$ cat src/hdl/whmf_pkg.sv
package whmf_pkg;

  // Default stack capacity, handed to the top level as its parameter default.
  localparam int MAX_WINDOWS_DEF = 16;

  localparam int COORD_W  = 12;
  localparam int NUMBER_W = 7;

  // Operation codes of an input item.
  localparam logic OP_LOAD  = 1'b0;
  localparam logic OP_CLICK = 1'b1;

  typedef struct packed {
    logic [COORD_W-1:0] left;
    logic [COORD_W-1:0] bottom;
    logic [COORD_W-1:0] right;
    logic [COORD_W-1:0] top;
  } rect_t;

  typedef struct packed {
    logic               operation;
    logic [COORD_W-1:0] point_x;
    logic [COORD_W-1:0] point_y;
    logic [COORD_W-1:0] far_x;
    logic [COORD_W-1:0] far_y;
  } in_item_t;

  typedef struct packed {
    logic                selected;
    logic [NUMBER_W-1:0] window_number;
  } out_item_t;

endpackage

$ cat src/hdl/whmf_rect_mem.sv
module whmf_rect_mem
  import whmf_pkg::*;
#(
  parameter int DEPTH  = MAX_WINDOWS_DEF,
  parameter int ADDR_W = 4
) (
  input  logic               clk,
  input  logic               we,
  input  logic [ADDR_W-1:0]  waddr,
  input  rect_t              wdata,
  input  logic               re,
  input  logic [ADDR_W-1:0]  raddr,
  input  logic [COORD_W-1:0] pt_x,
  input  logic [COORD_W-1:0] pt_y,
  output logic               hit
);

  rect_t store_r [DEPTH];
  rect_t rdata_r;

  always_ff @(posedge clk) begin
    if (we) begin
      store_r[waddr] <= wdata;
    end
    if (re) begin
      rdata_r <= store_r[raddr];
    end
  end

  // Edges count as inside; an inverted rectangle can never contain a point.
  assign hit = (pt_x >= rdata_r.left) && (pt_x <= rdata_r.right) &&
               (pt_y >= rdata_r.bottom) && (pt_y <= rdata_r.top);

endmodule

$ cat src/hdl/whmf_order_mem.sv
module whmf_order_mem
  import whmf_pkg::*;
#(
  parameter int DEPTH  = MAX_WINDOWS_DEF,
  parameter int ADDR_W = 4
) (
  input  logic              clk,
  input  logic              we,
  input  logic [ADDR_W-1:0] waddr,
  input  logic [ADDR_W-1:0] wdata,
  input  logic              re,
  input  logic [ADDR_W-1:0] raddr,
  output logic [ADDR_W-1:0] rdata
);

  // Each entry holds the slot index of the window at that stack position.
  logic [ADDR_W-1:0] store_r [DEPTH];
  logic [ADDR_W-1:0] rdata_r;

  always_ff @(posedge clk) begin
    if (we) begin
      store_r[waddr] <= wdata;
    end
    if (re) begin
      rdata_r <= store_r[raddr];
    end
  end

  assign rdata = rdata_r;

endmodule

$ cat src/hdl/window_hit_move_to_front_top.sv
// Channel   Ports                            Moves
// -------   ------------------------------   --------------------------------------
// input     in_valid, in_ready, in_data      one load or click item (in_item_t)
// result    out_valid, out_ready, out_data   one result item per click (out_item_t)
//
// A load moves every stored window down one stack position and then writes its own slot
// at the top (position 0). A click compares the windows from the top down; on a hit it
// moves the hit window to the top before raising its result, and a click that misses all
// windows raises a result with selected low. Reset: rst_n (synchronous, active low)
// empties the stack and clears the handshakes. Stalls: a finished result waits in the
// output register while the next item is taken; only a second click stalls at its end.
module window_hit_move_to_front_top
  import whmf_pkg::*;
#(
  parameter int MAX_WINDOWS = MAX_WINDOWS_DEF
) (
  input  logic      clk,
  input  logic      rst_n,
  input  logic      in_valid,
  output logic      in_ready,
  input  in_item_t  in_data,
  output logic      out_valid,
  input  logic      out_ready,
  output out_item_t out_data
);

  // A slot index addresses both memories; the count must also hold MAX_WINDOWS.
  localparam int SLOT_W = (MAX_WINDOWS > 1) ? $clog2(MAX_WINDOWS) : 1;
  localparam int CNT_W  = $clog2(MAX_WINDOWS + 1);

  // Sequencer codes.
  localparam logic [2:0] ST_IDLE  = 3'd0;
  localparam logic [2:0] ST_SCAN  = 3'd1;
  localparam logic [2:0] ST_SHIFT = 3'd2;
  localparam logic [2:0] ST_FRONT = 3'd3;
  localparam logic [2:0] ST_DONE  = 3'd4;

  logic [2:0]         state_r,    state_nxt;
  logic [CNT_W-1:0]   count_r,    count_nxt;
  logic [COORD_W-1:0] px_r,       px_nxt;
  logic [COORD_W-1:0] py_r,       py_nxt;
  logic               click_r,    click_nxt;
  logic               hit_r,      hit_nxt;
  logic [SLOT_W-1:0]  slot_r,     slot_nxt;

  // Search pipeline: issue an order read, then a rectangle read, then compare.
  logic [CNT_W-1:0]   rd_pos_r,   rd_pos_nxt;
  logic               s1_valid_r, s1_valid_nxt;
  logic [CNT_W-1:0]   s1_pos_r,   s1_pos_nxt;
  logic               s2_valid_r, s2_valid_nxt;
  logic [CNT_W-1:0]   s2_pos_r,   s2_pos_nxt;
  logic [SLOT_W-1:0]  s2_slot_r,  s2_slot_nxt;

  // Shift walk: read position j-1, write it back one position lower next cycle.
  logic [CNT_W-1:0]   sh_rd_r,    sh_rd_nxt;
  logic               sh_issue_r, sh_issue_nxt;
  logic               wb_valid_r, wb_valid_nxt;
  logic [SLOT_W-1:0]  wb_addr_r,  wb_addr_nxt;

  logic               out_valid_r, out_valid_nxt;
  out_item_t          out_data_r,  out_data_nxt;

  logic               in_fire;
  logic               full;
  logic               rect_we;
  rect_t              rect_wdata;
  logic               rect_re;
  logic [SLOT_W-1:0]  rect_raddr;
  logic               rect_hit;
  logic               order_we;
  logic [SLOT_W-1:0]  order_waddr;
  logic [SLOT_W-1:0]  order_wdata;
  logic               order_re;
  logic [SLOT_W-1:0]  order_raddr;
  logic [SLOT_W-1:0]  order_rdata;
  logic               scan_issue;

  assign in_ready  = (state_r == ST_IDLE);
  assign in_fire   = in_valid && in_ready;
  assign full      = (count_r >= CNT_W'(MAX_WINDOWS));
  assign out_valid = out_valid_r;
  assign out_data  = out_data_r;

  // A load writes its rectangle into the slot named by the current count,
  // in the very cycle that it is accepted. A load beyond capacity is dropped.
  assign rect_we    = in_fire && (in_data.operation == OP_LOAD) && !full;
  assign rect_wdata = '{left:   in_data.point_x,
                        bottom: in_data.point_y,
                        right:  in_data.far_x,
                        top:    in_data.far_y};
  assign rect_re    = (state_r == ST_SCAN) && s1_valid_r;
  assign rect_raddr = order_rdata;

  assign scan_issue = (state_r == ST_SCAN) && (rd_pos_r < count_r);

  whmf_rect_mem #(
    .DEPTH  (MAX_WINDOWS),
    .ADDR_W (SLOT_W)
  ) u_rect_mem (
    .clk   (clk),
    .we    (rect_we),
    .waddr (count_r[SLOT_W-1:0]),
    .wdata (rect_wdata),
    .re    (rect_re),
    .raddr (rect_raddr),
    .pt_x  (px_r),
    .pt_y  (py_r),
    .hit   (rect_hit)
  );

  whmf_order_mem #(
    .DEPTH  (MAX_WINDOWS),
    .ADDR_W (SLOT_W)
  ) u_order_mem (
    .clk   (clk),
    .we    (order_we),
    .waddr (order_waddr),
    .wdata (order_wdata),
    .re    (order_re),
    .raddr (order_raddr),
    .rdata (order_rdata)
  );

  // The order memory's ports are shared between the search, the shift walk
  // and the final write of the chosen slot to the top; the sequencer states
  // keep them apart. During the walk the write lands two positions below the
  // read issued in the same cycle, so no forwarding is needed.
  always_comb begin
    order_re    = 1'b0;
    order_raddr = '0;
    order_we    = 1'b0;
    order_waddr = '0;
    order_wdata = '0;
    case (state_r)
      ST_SCAN: begin
        order_re    = scan_issue;
        order_raddr = rd_pos_r[SLOT_W-1:0];
      end
      ST_SHIFT: begin
        order_re    = sh_issue_r;
        order_raddr = sh_rd_r[SLOT_W-1:0];
        order_we    = wb_valid_r;
        order_waddr = wb_addr_r;
        order_wdata = order_rdata;
      end
      ST_FRONT: begin
        order_we    = 1'b1;
        order_waddr = '0;
        order_wdata = slot_r;
      end
      default: begin
      end
    endcase
  end

  always_comb begin
    state_nxt     = state_r;
    count_nxt     = count_r;
    px_nxt        = px_r;
    py_nxt        = py_r;
    click_nxt     = click_r;
    hit_nxt       = hit_r;
    slot_nxt      = slot_r;
    rd_pos_nxt    = rd_pos_r;
    s1_valid_nxt  = s1_valid_r;
    s1_pos_nxt    = s1_pos_r;
    s2_valid_nxt  = s2_valid_r;
    s2_pos_nxt    = s2_pos_r;
    s2_slot_nxt   = s2_slot_r;
    sh_rd_nxt     = sh_rd_r;
    sh_issue_nxt  = sh_issue_r;
    wb_valid_nxt  = 1'b0;
    wb_addr_nxt   = wb_addr_r;
    out_valid_nxt = out_valid_r && !out_ready;
    out_data_nxt  = out_data_r;

    case (state_r)
      ST_IDLE: begin
        if (in_fire) begin
          px_nxt = in_data.point_x;
          py_nxt = in_data.point_y;
          if (in_data.operation == OP_CLICK) begin
            click_nxt    = 1'b1;
            rd_pos_nxt   = '0;
            s1_valid_nxt = 1'b0;
            s2_valid_nxt = 1'b0;
            state_nxt    = ST_SCAN;
          end else if (!full) begin
            // The new window goes on top: every position below the count
            // moves down by one, then the new slot is written at the top.
            click_nxt    = 1'b0;
            slot_nxt     = count_r[SLOT_W-1:0];
            if (count_r == '0) begin
              state_nxt = ST_FRONT;
            end else begin
              sh_rd_nxt    = count_r - CNT_W'(1);
              sh_issue_nxt = 1'b1;
              state_nxt    = ST_SHIFT;
            end
          end
        end
      end

      ST_SCAN: begin
        rd_pos_nxt   = rd_pos_r + CNT_W'(scan_issue);
        s1_valid_nxt = scan_issue;
        s1_pos_nxt   = rd_pos_r;
        s2_valid_nxt = s1_valid_r;
        s2_pos_nxt   = s1_pos_r;
        s2_slot_nxt  = order_rdata;
        if (s2_valid_r && rect_hit) begin
          // First hit from the top wins; reads already in flight are dropped.
          hit_nxt      = 1'b1;
          slot_nxt     = s2_slot_r;
          s1_valid_nxt = 1'b0;
          s2_valid_nxt = 1'b0;
          if (s2_pos_r == '0) begin
            state_nxt = ST_FRONT;
          end else begin
            sh_rd_nxt    = s2_pos_r - CNT_W'(1);
            sh_issue_nxt = 1'b1;
            state_nxt    = ST_SHIFT;
          end
        end else if ((rd_pos_r == count_r) && !s1_valid_r) begin
          // Every stored window has been compared without a hit.
          hit_nxt      = 1'b0;
          s2_valid_nxt = 1'b0;
          state_nxt    = ST_DONE;
        end
      end

      ST_SHIFT: begin
        wb_valid_nxt = sh_issue_r;
        wb_addr_nxt  = sh_rd_r[SLOT_W-1:0] + SLOT_W'(1);
        if (sh_issue_r) begin
          if (sh_rd_r == '0) begin
            sh_issue_nxt = 1'b0;
          end else begin
            sh_rd_nxt = sh_rd_r - CNT_W'(1);
          end
        end else begin
          // The last move is written back in this cycle.
          state_nxt = ST_FRONT;
        end
      end

      ST_FRONT: begin
        if (click_r) begin
          state_nxt = ST_DONE;
        end else begin
          count_nxt = count_r + CNT_W'(1);
          state_nxt = ST_IDLE;
        end
      end

      ST_DONE: begin
        // Wait here only if an earlier result has still not been taken.
        if (!out_valid_r || out_ready) begin
          out_valid_nxt               = 1'b1;
          out_data_nxt.selected       = hit_r;
          out_data_nxt.window_number  = hit_r ?
            (NUMBER_W'(slot_r) + NUMBER_W'(1)) : '0;
          state_nxt                   = ST_IDLE;
        end
      end

      default: begin
        state_nxt = ST_IDLE;
      end
    endcase
  end

  always_ff @(posedge clk) begin
    if (!rst_n) begin
      state_r     <= ST_IDLE;
      count_r     <= '0;
      s1_valid_r  <= 1'b0;
      s2_valid_r  <= 1'b0;
      sh_issue_r  <= 1'b0;
      wb_valid_r  <= 1'b0;
      out_valid_r <= 1'b0;
    end else begin
      state_r     <= state_nxt;
      count_r     <= count_nxt;
      s1_valid_r  <= s1_valid_nxt;
      s2_valid_r  <= s2_valid_nxt;
      sh_issue_r  <= sh_issue_nxt;
      wb_valid_r  <= wb_valid_nxt;
      out_valid_r <= out_valid_nxt;
    end
  end

  always_ff @(posedge clk) begin
    px_r       <= px_nxt;
    py_r       <= py_nxt;
    click_r    <= click_nxt;
    hit_r      <= hit_nxt;
    slot_r     <= slot_nxt;
    rd_pos_r   <= rd_pos_nxt;
    s1_pos_r   <= s1_pos_nxt;
    s2_pos_r   <= s2_pos_nxt;
    s2_slot_r  <= s2_slot_nxt;
    sh_rd_r    <= sh_rd_nxt;
    wb_addr_r  <= wb_addr_nxt;
    out_data_r <= out_data_nxt;
  end

endmodule
$ cat config.mk
export PLATFORM = sky130hd
export DESIGN_NAME = window_hit_move_to_front_top
export DESIGN_NICKNAME = d
export VERILOG_FILES = /design/src/hdl/whmf_pkg.sv /design/src/hdl/whmf_rect_mem.sv /design/src/hdl/whmf_order_mem.sv /design/src/hdl/window_hit_move_to_front_top.sv
export SDC_FILE = /design/constraint.sdc
export NUM_CORES = 1
export LEC_CHECK = 0
export BUFFER_PORTS_ARGS = -buffer_cell sky130_fd_sc_hd__clkbuf_2
export CAP_MARGIN = 25
export CORE_MARGIN = 3
export CORE_UTILIZATION = 45
export CTS_BUF_LIST = sky130_fd_sc_hd__clkbuf_2
export DETAILED_ROUTE_END_ITERATION = 8
export PLACE_DENSITY = 0.71
export SETUP_SLACK_MARGIN = 0.4
export SLEW_MARGIN = 20
export SYNTH_ARGS = -nofsm -noshare
export SYNTH_HDL_FRONTEND = slang
export SYNTH_SLANG_ARGS = --single-unit
$ cat constraint.sdc
create_clock -name clk -period 10.2 [get_ports clk]
set_input_delay 1.53 -clock clk [delete_from_list [all_inputs] [get_ports clk]]
set_output_delay 1.53 -clock clk [all_outputs]
set_load 0.02 [all_outputs]
==> impl_metrics.yaml <==
min_path:
  min_to: "s2_pos_r[2]"
  hold_class: "reg2reg"
  hold_start: "s1_pos_r[2]"
  hold_depth: 0
cts:
  htree_levels: 4
  cts_tree: "done"
  cts_buffer_depth: 3
  root_buffer: "clkbuf_2"
  postCtsSetupBuffers: 0
  clock_latency_ns: 1.42
  clock_sinks: 961
  hold_buffers: 0
  cts_resized: 0
  clkTransAtPathRegs_ns: 0.12
  cts_made_buffers: 225
logic_synthesis:
  synth_edf_count: 948
  ys_seq_area_share_pct: 76.3
  synthFlopType: "edfxtp_1"
  synth_area_per_cell_um2: 21.4
  synth_top_area_cell: "edfxtp_1"
  synth_commonest_cells: "edfxtp_1 (948), mux4_2 (240), ha_1 (63)"
  synthCells: 1756
  yosysMostFrequentCell: "edfxtp_1"
  synth.top_cell.area_share_pct: 75.6
  ys_types: 62
  synth_warnings: 0
  async_flop_share_pct: 0
  syn_area_mm2: 0.0376
  ys_ff_latch: 961
  synth.top_cells.by_area: "edfxtp_1 (76%), mux4_2 (14%), ha_1 (2.1%)"
route:
  wl_per_cell_um: 23.5
  viasPerCell: 5.57
  dr.pass1.iters: 5
  drcViolationCount: 0
  drt_wl_total_um: 76000
  ant_nets: 0
  first_iter_violations: 1552
  dr_total_vias: 18100
placed_design:
  gp_congestion: 0.808
  io_buffers: 60
  dp_cells: 2843
  dp_hpwl_um: 41600
  pre_cts_ws_ns: 5.80
timing:
  tightest_slew_ns: 1.02
  report.final.slew_viol_count: 0
  setup_viol: 0
  finalWorstSetupSlack_ns: 6.14
  fin_crit_sh_pct: 39.9
  layout_min_cycle_time_ns: 4.06
  rsz0062_at_grt: "no"
  finClkSkew_ns: 0.135
  max_freq_mhz: 246
  slew_headroom_pct: 31.7
  hold_viol_final: 0
  holdWs_ns: 0.360
  fin_setup_tns_ns: 0
floorplanning:
  die_x_um: 295
  dieHeight_um: 295
  io_pins: 63
  row_count: 105
  initial_utilization_pct: 45.6
  coreArea_mm2: 0.0825
  dieArea_mm2: 0.0872
setup_path:
  cp.arrival_ns: 2.53
  r2r_end: "u_rect_mem.store_r[5][38]"
  critPathCaptureType: "primary output"
  crit_start: "state_r[0]"
  start_kind: "flip-flop"
  r2r_start: "state_r[0]"
  r2r_slack_ns: 6.43
  worstPathRequired_ns: 8.67
  crit_type: "reg2out"
  path_max_fanout: 16
  r2r_cells: 6
global_route:
  grt_max_degree: 101
  grt_overflow: 0
  grt_usage_pct: 17.9
  grt_pass1_wl_um: 116000
  antenna_found_initial: 6
  grt_pass1_vias: 19100
power_and_ir_drop:
  p_total_w: 0.00885
  power.density_mw_per_mm2: 214
  irDropWorstVdd_mv: 0.116
  power_leakage_nw: 13.6
finish:
  final_cells: 3240
  area.growth.synth_to_final_pct: 9.87
  nets: 2118
  drive_gt1_share_pct: 32.5
  fillers: 6612
job:
  maxCapViolations: 0
outcome:
  status: "complete, no violations"
per-layer routing:
| layer | part of all wire [%] | global-route usage [%] |
|---|---|---|
| met3 | 6.3 | 3.85 |
| met1 | 41 | 23.6 |
| met5 | 0.039 | 0 |
| met4 | 1.9 | 6.44 |
| met2 | 51 | 29.6 |
kinds of logic (layout without fill, tap and decap cells):
| group | count (synthesis) | after routing | share of synthesized area (%) |
|---|---|---|---|
| buffers and inverters | 138 | 547 | 1.62 |
| AND/OR/NAND/NOR | 202 | 202 | 2.70 |
| AO/OA/AOI/OAI | 135 | 135 | 2.53 |
| other | 1 | 6 | 0.00996 |
| multiplexers | 243 | 243 | 14.4 |
| flip-flops | 961 | 961 | 76.3 |
| XOR/XNOR | 13 | 13 | 0.302 |
| adder cells (fa/ha/maj) | 63 | 63 | 2.09 |
layout make-up:
type / count / area [um^2] / area share [%]
multi-input combinational: 658 / 8430 / 20.4
tap: 1070 / 1340 / 3.24
clock buffer: 307 / 1540 / 3.71
antenna: 4 / 10.0 / 0.0242
clock inverter: 84 / 480 / 1.16
sequential: 961 / 28700 / 69.4
inverter: 62 / 238 / 0.575
timing repair buffer: 94 / 608 / 1.47
report_power, final:
part | internal, W | switching [W]
sequential | 0.00458 | 0.000110
combinational | 0.000822 | 0.000945
clock | 0.000913 | 0.00148
total | 0.00632 | 0.00253
metrics by stage:
step                instance area [um^2]  util, %
CTS                                41300     50.1
floorplan                          37700        -
finish                             41400     50.1
global placement                   39300     47.6
detailed placement                 39300     47.6
global route                       41400     50.1
layout by cell type (no fill, tap or decap), types with 10 or more instances in the layout:
cell and count:
buf_4 31, and2_1 12, ha_1 63, nand3_1 10
a211oi_1 20, nor2b_1 12, edfxtp_1 948, nand2_1 62
dfxtp_1 13, nand4_1 14, a31oi_1 10, o21ai_0 18
mux4_2 240, nor2_1 31, clkinv_1 62, a21oi_1 37
clkbuf_2 367, inv_1 60, and2_0 10, nor2_4 12
flip-flops by register name, summed over array words and instances, names as in the netlist, 3 cells and up:
signal	cells
u_rect_mem.store_r	768
u_order_mem.rdata	4
count_r	5
sh_rd_r	5
state_r	3
s2_pos_r	5
rd_pos_r	5
slot_r	4
out_data	6
wb_addr_r	4
s1_pos_r	5
u_order_mem.store_r	64
py_r	12
px_r	12
u_rect_mem.rdata_r	48
s2_slot_r	4
how the worst max path moves through the flow:
stage,end,slack [ns],cells past startpoint
2_1_floorplan,u_rect_mem.store_r[1][0],4.35,4
3_3_place_gp,u_rect_mem.store_r[5][0],5.84,6
3_5_place_dp,u_rect_mem.store_r[5][5],5.80,6
4_1_cts,in_ready,5.94,2
5_1_grt,in_ready,5.92,2
6_report,in_ready,6.14,2
critical path: stages (launching register included):
cell and delay (ns):
dfxtp_1 0.52, nor3_1 0.36, clkbuf_2 0.23
Power figures use the tool's default switching activity.
